## src/npc_pkg.sv

```systemverilog
package npc_pkg;

    localparam int CH_W                  = 8;
    localparam int IDX_W                 = 8;
    localparam int COUNT_W               = 9;
    localparam int SQ_W                  = 2 * CH_W;
    localparam int DIST_W                = SQ_W + 2;
    localparam int RGB_W                 = 3 * CH_W;
    localparam int DEFAULT_PALETTE_DEPTH = 256;
    localparam int INDEX_LIMIT           = 1 << IDX_W;

    // all ones is above the largest possible distance 3*255*255
    localparam logic [DIST_W-1:0] DIST_INIT = '1;

    localparam logic REQ_LOAD  = 1'b0;
    localparam logic REQ_QUERY = 1'b1;

    typedef struct packed {
        logic             req_type;
        logic [IDX_W-1:0] entry_index;
        logic [CH_W-1:0]  red;
        logic [CH_W-1:0]  green;
        logic [CH_W-1:0]  blue;
    } npc_in_t;

    typedef struct packed {
        logic [IDX_W-1:0] closest_index;
        logic             exact_match;
    } npc_out_t;

    typedef struct packed {
        logic [CH_W-1:0] red;
        logic [CH_W-1:0] green;
        logic [CH_W-1:0] blue;
    } rgb_t;

    typedef struct packed {
        logic             valid;
        logic [IDX_W-1:0] idx;
    } scan_tag_t;

    typedef struct packed {
        logic              valid;
        logic [IDX_W-1:0]  idx;
        logic [DIST_W-1:0] sq_dist;
    } dist_beat_t;

endpackage

```

## src/npc_dist.sv

```systemverilog
module npc_dist (
    input  logic               clk,
    input  logic               rst_n,
    input  npc_pkg::scan_tag_t tag,
    input  npc_pkg::rgb_t      entry,
    input  npc_pkg::rgb_t      query,
    output npc_pkg::dist_beat_t beat
);
    import npc_pkg::*;

    function automatic logic [CH_W-1:0] abs_diff(input logic [CH_W-1:0] a,
                                                 input logic [CH_W-1:0] b);
        return (a > b) ? (a - b) : (b - a);
    endfunction

    logic [CH_W-1:0] dr, dg, db;
    logic [SQ_W-1:0] sq_r_reg, sq_g_reg, sq_b_reg;
    scan_tag_t       tag_reg;

    assign dr = abs_diff(entry.red, query.red);
    assign dg = abs_diff(entry.green, query.green);
    assign db = abs_diff(entry.blue, query.blue);

    always_ff @(posedge clk or negedge rst_n)
    begin
        if (!rst_n)
        begin
            tag_reg <= '0;
        end
        else
        begin
            tag_reg <= tag;
        end
    end

    always_ff @(posedge clk)
    begin
        sq_r_reg <= SQ_W'(dr) * SQ_W'(dr);
        sq_g_reg <= SQ_W'(dg) * SQ_W'(dg);
        sq_b_reg <= SQ_W'(db) * SQ_W'(db);
    end

    assign beat.valid   = tag_reg.valid;
    assign beat.idx     = tag_reg.idx;
    assign beat.sq_dist = DIST_W'(sq_r_reg) + DIST_W'(sq_g_reg) + DIST_W'(sq_b_reg);

endmodule

```

## config.mk

```make
export PLATFORM = sky130hd
export DESIGN_NAME = npc_dist
export DESIGN_NICKNAME = d
export VERILOG_FILES = /design/src/npc_pkg.sv /design/src/npc_dist.sv
export SDC_FILE = /design/constraint.sdc
export NUM_CORES = 1
export LEC_CHECK = 0
export BUFFER_PORTS_ARGS = -buffer_cell sky130_fd_sc_hd__buf_2
export CORE_MARGIN = 3
export CORE_UTILIZATION = 55
export DETAILED_ROUTE_END_ITERATION = 8
export PLACE_DENSITY = 0.71
export SLEW_MARGIN = 20
export SYNTH_ARGS = -nofsm -noshare
export SYNTH_HDL_FRONTEND = slang
export SYNTH_SLANG_ARGS = --single-unit
```

## constraint.sdc

```tcl
create_clock -name clk -period 7.5 [get_ports clk]
set_input_delay 0.375 -clock clk [delete_from_list [all_inputs] [get_ports clk]]
set_output_delay 0.375 -clock clk [all_outputs]
set_load 0.005 [all_outputs]
```

# [Yosys cells after proc, flatten, opt, wreduce, memory -nomap -nowiden]
# Cells that the tools add are included.
[word_totals] wordCells=22 output_inout_bits=27 reg_bits=57 inputBits=59
[classes] n_lt_le_gt_ge=3 multipliers=3 muxes=3 addsub=8
[op_table] cell="8-bit by 8-bit multiplier with 16-bit output" count=3
[op_table] cell="8-bit subtractor" count=6
[op_table] cell="8-bit > comparator" count=3
[op_table] cell="8-bit 2-to-1 mux" count=3
[op_table] cell="18-bit by 16-bit adder with 18-bit output" count=1
[op_table] cell="16-bit by 16-bit adder with 17-bit output" count=1

# [Longest topological paths before layout]
[logic_depth] depth_word=3 ltp_mapped=27 mapped_depth_nobuf=26

# [Worst setup path after synthesis]
# No wires, ideal clock.
[synth_timing] path_kind="input-to-reg" startpoint="input entry[16] in the netlist's numbering" endpoint="register sq_r_reg[15]" setup_slack_ns=1.284 setup_ns=0.124 arrival_time_ns=6.092 path_buffers=0 path_stages=25 required_time_ns=7.376 cell_sequence="inv_1 > ha_1 > inv_1 > fa_1 > a21o_1 > a221oi_4 > a211oi_4 > mux2i_4 > xor2_4 > or2_1 > inv_1 > fa_1 > fa_1 > inv_1 > fa_1 > fa_1 > inv_1 > ha_1 > nand3_1 > nor2_1 > a211o_1 > a21o_1 > a31oi_1 > o21ai_0 > xor2_1"
[synth_via] elab_chain_cells=3 elab_cells_between_ends=5 classes_between="add/sub: 2; mul: 1; order compare: 1; mux: 1"
[synth_rtl] item="start, declared" line_no="npc_dist.sv:5" text="input npc_pkg::rgb_t entry,"
[synth_rtl] item="8-bit subtractor / 8-bit > comparator (equally long branches)" line_no="npc_dist.sv:13" text="return (a > b) ? (a - b) : (b - a);"
[synth_rtl] item="8-bit 2-to-1 mux *" line_no="npc_dist.sv:13"
[synth_rtl] item="8-bit by 8-bit multiplier with 16-bit output *" line_no="npc_dist.sv:38" text="sq_r_reg <= SQ_W'(dr) * SQ_W'(dr);"
[synth_rtl] item="end signal, assigned" line_no="npc_dist.sv:38"
[synth_rtl] item="end, declared" line_no="npc_dist.sv:17" text="logic [SQ_W-1:0] sq_r_reg, sq_g_reg, sq_b_reg;"
# Every way passes the cells marked *; elsewhere a longest branch is shown, timed or not.

# [Final worst setup path]
[layout_timing] startpoint="input entry[0] in the netlist's numbering" endpoint="register sq_b_reg[12]"
[layout_via] elab_chain_cells=3 elab_cells_between_ends=5 classes_between="add/sub: 2; mul: 1; order compare: 1; mux: 1"
[layout_rtl] item="8-bit subtractor / 8-bit > comparator (equally long branches)" line_no="npc_dist.sv:13"
[layout_rtl] item="8-bit 2-to-1 mux *" line_no="npc_dist.sv:13"
[layout_rtl] item="8-bit by 8-bit multiplier with 16-bit output *" line_no="npc_dist.sv:40" text="sq_b_reg <= SQ_W'(db) * SQ_W'(db);"
[layout_rtl] item="end signal, assigned" line_no="npc_dist.sv:40"
[layout_rtl] item="end, declared" line_no="npc_dist.sv:17"
# Marks and branches as above.

==> impl_metrics.env <==
export IMPL_synth_common_cells="inv_1, ha_1, fa_1, nor2_1, a21oi_1"
export IMPL_postSynth_asyncResetShare=0.167
export IMPL_avgSynthCellArea_um2=9.03
export IMPL_num_nets_final=1373
export IMPL_synth_area_top_cells="fa_1, ha_1, dfxtp_1"
export IMPL_wire_per_inst_um=12.7
export IMPL_synth_compound_area_frac=0.138
export IMPL_first_pass_iters=5
export IMPL_synthAdderAreaFrac=0.425
export IMPL_synthCells=991
export IMPL_initial_core_util=0.576
export IMPL_tritoncts="yes"
export IMPL_start_kind="input port"
export IMPL_netlist_area_um2=8950
export IMPL_synth_top_cell_area_share=0.217
export IMPL_timing_final_crit_share=0.867
export IMPL_nFillCells=1406
export IMPL_antenna_left=0
export IMPL_synth_top_family_by_area="adder cells"
export IMPL_synthSimpleGateAreaFrac=0.105
export IMPL_grt_total_usage=0.191
export IMPL_crit_fanout=9
export IMPL_worst_endpoint_arrival_ns=6.73
export IMPL_rows=45
export IMPL_root_buffer="clkbuf_16"
export IMPL_wl_mm=16.3
export IMPL_cts_sinks=54
export IMPL_yosys_area_top_type="fa_1"
export IMPL_fin_ws_ns=0.998
export IMPL_clkTransAtPathRegs_ns=0.07
export IMPL_synth_main_ff_cell="dfxtp_1"
export IMPL_fin_crit_ns=6.50
export IMPL_yosys_warnings=0
export IMPL_final_max_slew_viol_count=0
export IMPL_cpPeakStageDelay_ns=0.66
export IMPL_grt_max_degree=20
export IMPL_dp_slack_ns=0.745
export IMPL_drc=0
export IMPL_whs_path_depth=1
export IMPL_tns_ns=0
export IMPL_die_h_um=134
export IMPL_numCtsBuffers=5
export IMPL_tightestPinTransition_ns=0.800
export IMPL_final_hold_viol_count=0
export IMPL_core_area_um2=15500
export IMPL_rsz0062_at_grt="false"
export IMPL_cp_end_kind="flip-flop"
export IMPL_io_buffers=85
export IMPL_grt_overflow=0
export IMPL_postCtsSetupBuffers=0
export IMPL_ys_types=76
export IMPL_yosys_cell_count_top_type="inv_1"
export IMPL_criticalPathCategory="in -> reg"
export IMPL_place_congestion=0.877
export IMPL_io_pins=86
export IMPL_fmax_mhz=154
export IMPL_crit_slowest_cell="a2111oi_0"
export IMPL_finalSetupViolCount=0
export IMPL_ys_seq_area_frac=0.126
export IMPL_drive_above_1_share=0.138
export IMPL_critical_path_required_ns=7.73
export IMPL_cts_htree_levels=2
export IMPL_vias=6605
export IMPL_cp_common_cell="inv_1"
export IMPL_synth_xor_area_frac=0.0832
export IMPL_slew_headroom=0.464
export IMPL_hp_class="in -> reg"
export IMPL_status="completed"
export IMPL_whs_endpoint="beat[25]$_DFF_PN0_"
export IMPL_cts_buffer_depth=2
export IMPL_synth_edff_count=0
export IMPL_maxCapViolations=0
export IMPL_die_w_um=134
export IMPL_ys_seq_elements=54
export IMPL_hp_start="tag[7]"
export IMPL_diodes=0
export IMPL_grt_pass1_wl_mm=29.0
export IMPL_dp_hpwl_mm=14.2
export IMPL_synthToLayoutAreaGrowth_pct=8.54
export IMPL_grt_pass1_vias=6416
export IMPL_die_area_um2=17800
export IMPL_via_per_inst=5.16
export IMPL_synthMuxAreaShare=0.0229
export IMPL_drt_iter0_drc=268
export IMPL_antenna_found_initial=0
## cell type report
class | count | area (um^2) | area share
clock buffers | 5 | 125 | 0.0129
clock inverters | 3 | 28.8 | 0.00296
inverters | 202 | 758 | 0.0781
multi-input cells | 715 | 6940 | 0.715
flip-flops and latches | 54 | 1130 | 0.116
well taps | 211 | 264 | 0.0272
repair buffers | 90 | 465 | 0.0479
## cell families (layout without fill, tap and decap cells)
logic type / count (synthesis) / count (layout)
simple gates: 193 / 193
buf+inv: 224 / 300
other cells: 1 / 3
flops: 54 / 54
compound gates: 178 / 178
xor+xnor: 76 / 76
mux: 19 / 19
fa+ha+maj: 246 / 246
## worst max-delay path: cells and delay by family
family                     cells  cell delay, ns
adders and majority gates      7            2.52
AOI/OAI and AO/OA              7            2.18
and+or+nand+nor                2            0.43
buffers and inverters          6            0.36
xor gates and xnor gates       2            0.63
muxes                          1            0.26
## layout by cell type, fill, tap and decap left out, types with 6 or more instances in the layout
cell / netlist / layout
a21o_1: 28 / 28
a21oi_1: 61 / 61
a31oi_1: 10 / 10
and3_1: 7 / 7
buf_2: 9 / 85
dfrtp_1: 9 / 9
dfxtp_1: 45 / 45
fa_1: 97 / 97
ha_1: 149 / 149
inv_1: 200 / 200
mux2i_1: 16 / 16
nand2_1: 27 / 27
nand2b_1: 10 / 10
nand3_1: 7 / 7
nor2_1: 83 / 83
nor3_1: 15 / 15
o21ai_0: 19 / 19
o21bai_1: 6 / 6
or2_2: 11 / 11
xnor2_1: 47 / 47
xor2_1: 20 / 20
## metal layers
layer / up-vias / GRT usage / wire [um]
met5: - / 0 / 0
li1: 3368 / - / -
met3: 4 / 0.0234 / 608
met2: 111 / 0.311 / 7400
met1: 3122 / 0.284 / 8230
met4: 0 / 0.0177 / 64
## metrics by stage
step | instances | hold slack, ns | util | area, um^2
floorplan | 993 | 0.0794 | - | 8950
detailed placement | 1271 | 0.228 | 0.614 | 9550
global route | 1280 | 0.172 | 0.625 | 9710
global placement | 1271 | 0.226 | 0.614 | 9550
CTS | 1280 | 0.177 | 0.625 | 9710
finish | 1280 | 0.179 | 0.625 | 9710
## how the worst max path moves through the flow
stage                          from              endpoint  slack, ns  depth (start not counted)
after floorplan           entry[16]  sq_r_reg[15]$_DFF_P_       1.28                         25
after global placement    entry[21]  sq_r_reg[15]$_DFF_P_       0.90                         24
after detailed placement   entry[0]  sq_b_reg[12]$_DFF_P_       0.75                         25
after CTS                  entry[0]  sq_b_reg[12]$_DFF_P_       1.01                         25
after global routing       entry[0]  sq_b_reg[12]$_DFF_P_       0.41                         25
final                      entry[0]  sq_b_reg[12]$_DFF_P_        1.0                         25
## repair_timing
item | in CTS | in global routing
endpoints found under the hold margin | 9 | 0
hold buffers | 1 | 0
resized for setup | 0 | 0
Power is left out: the tool's default activity adds up to more than one toggle a clock period on the data nets, which glitch-free logic cannot reach.
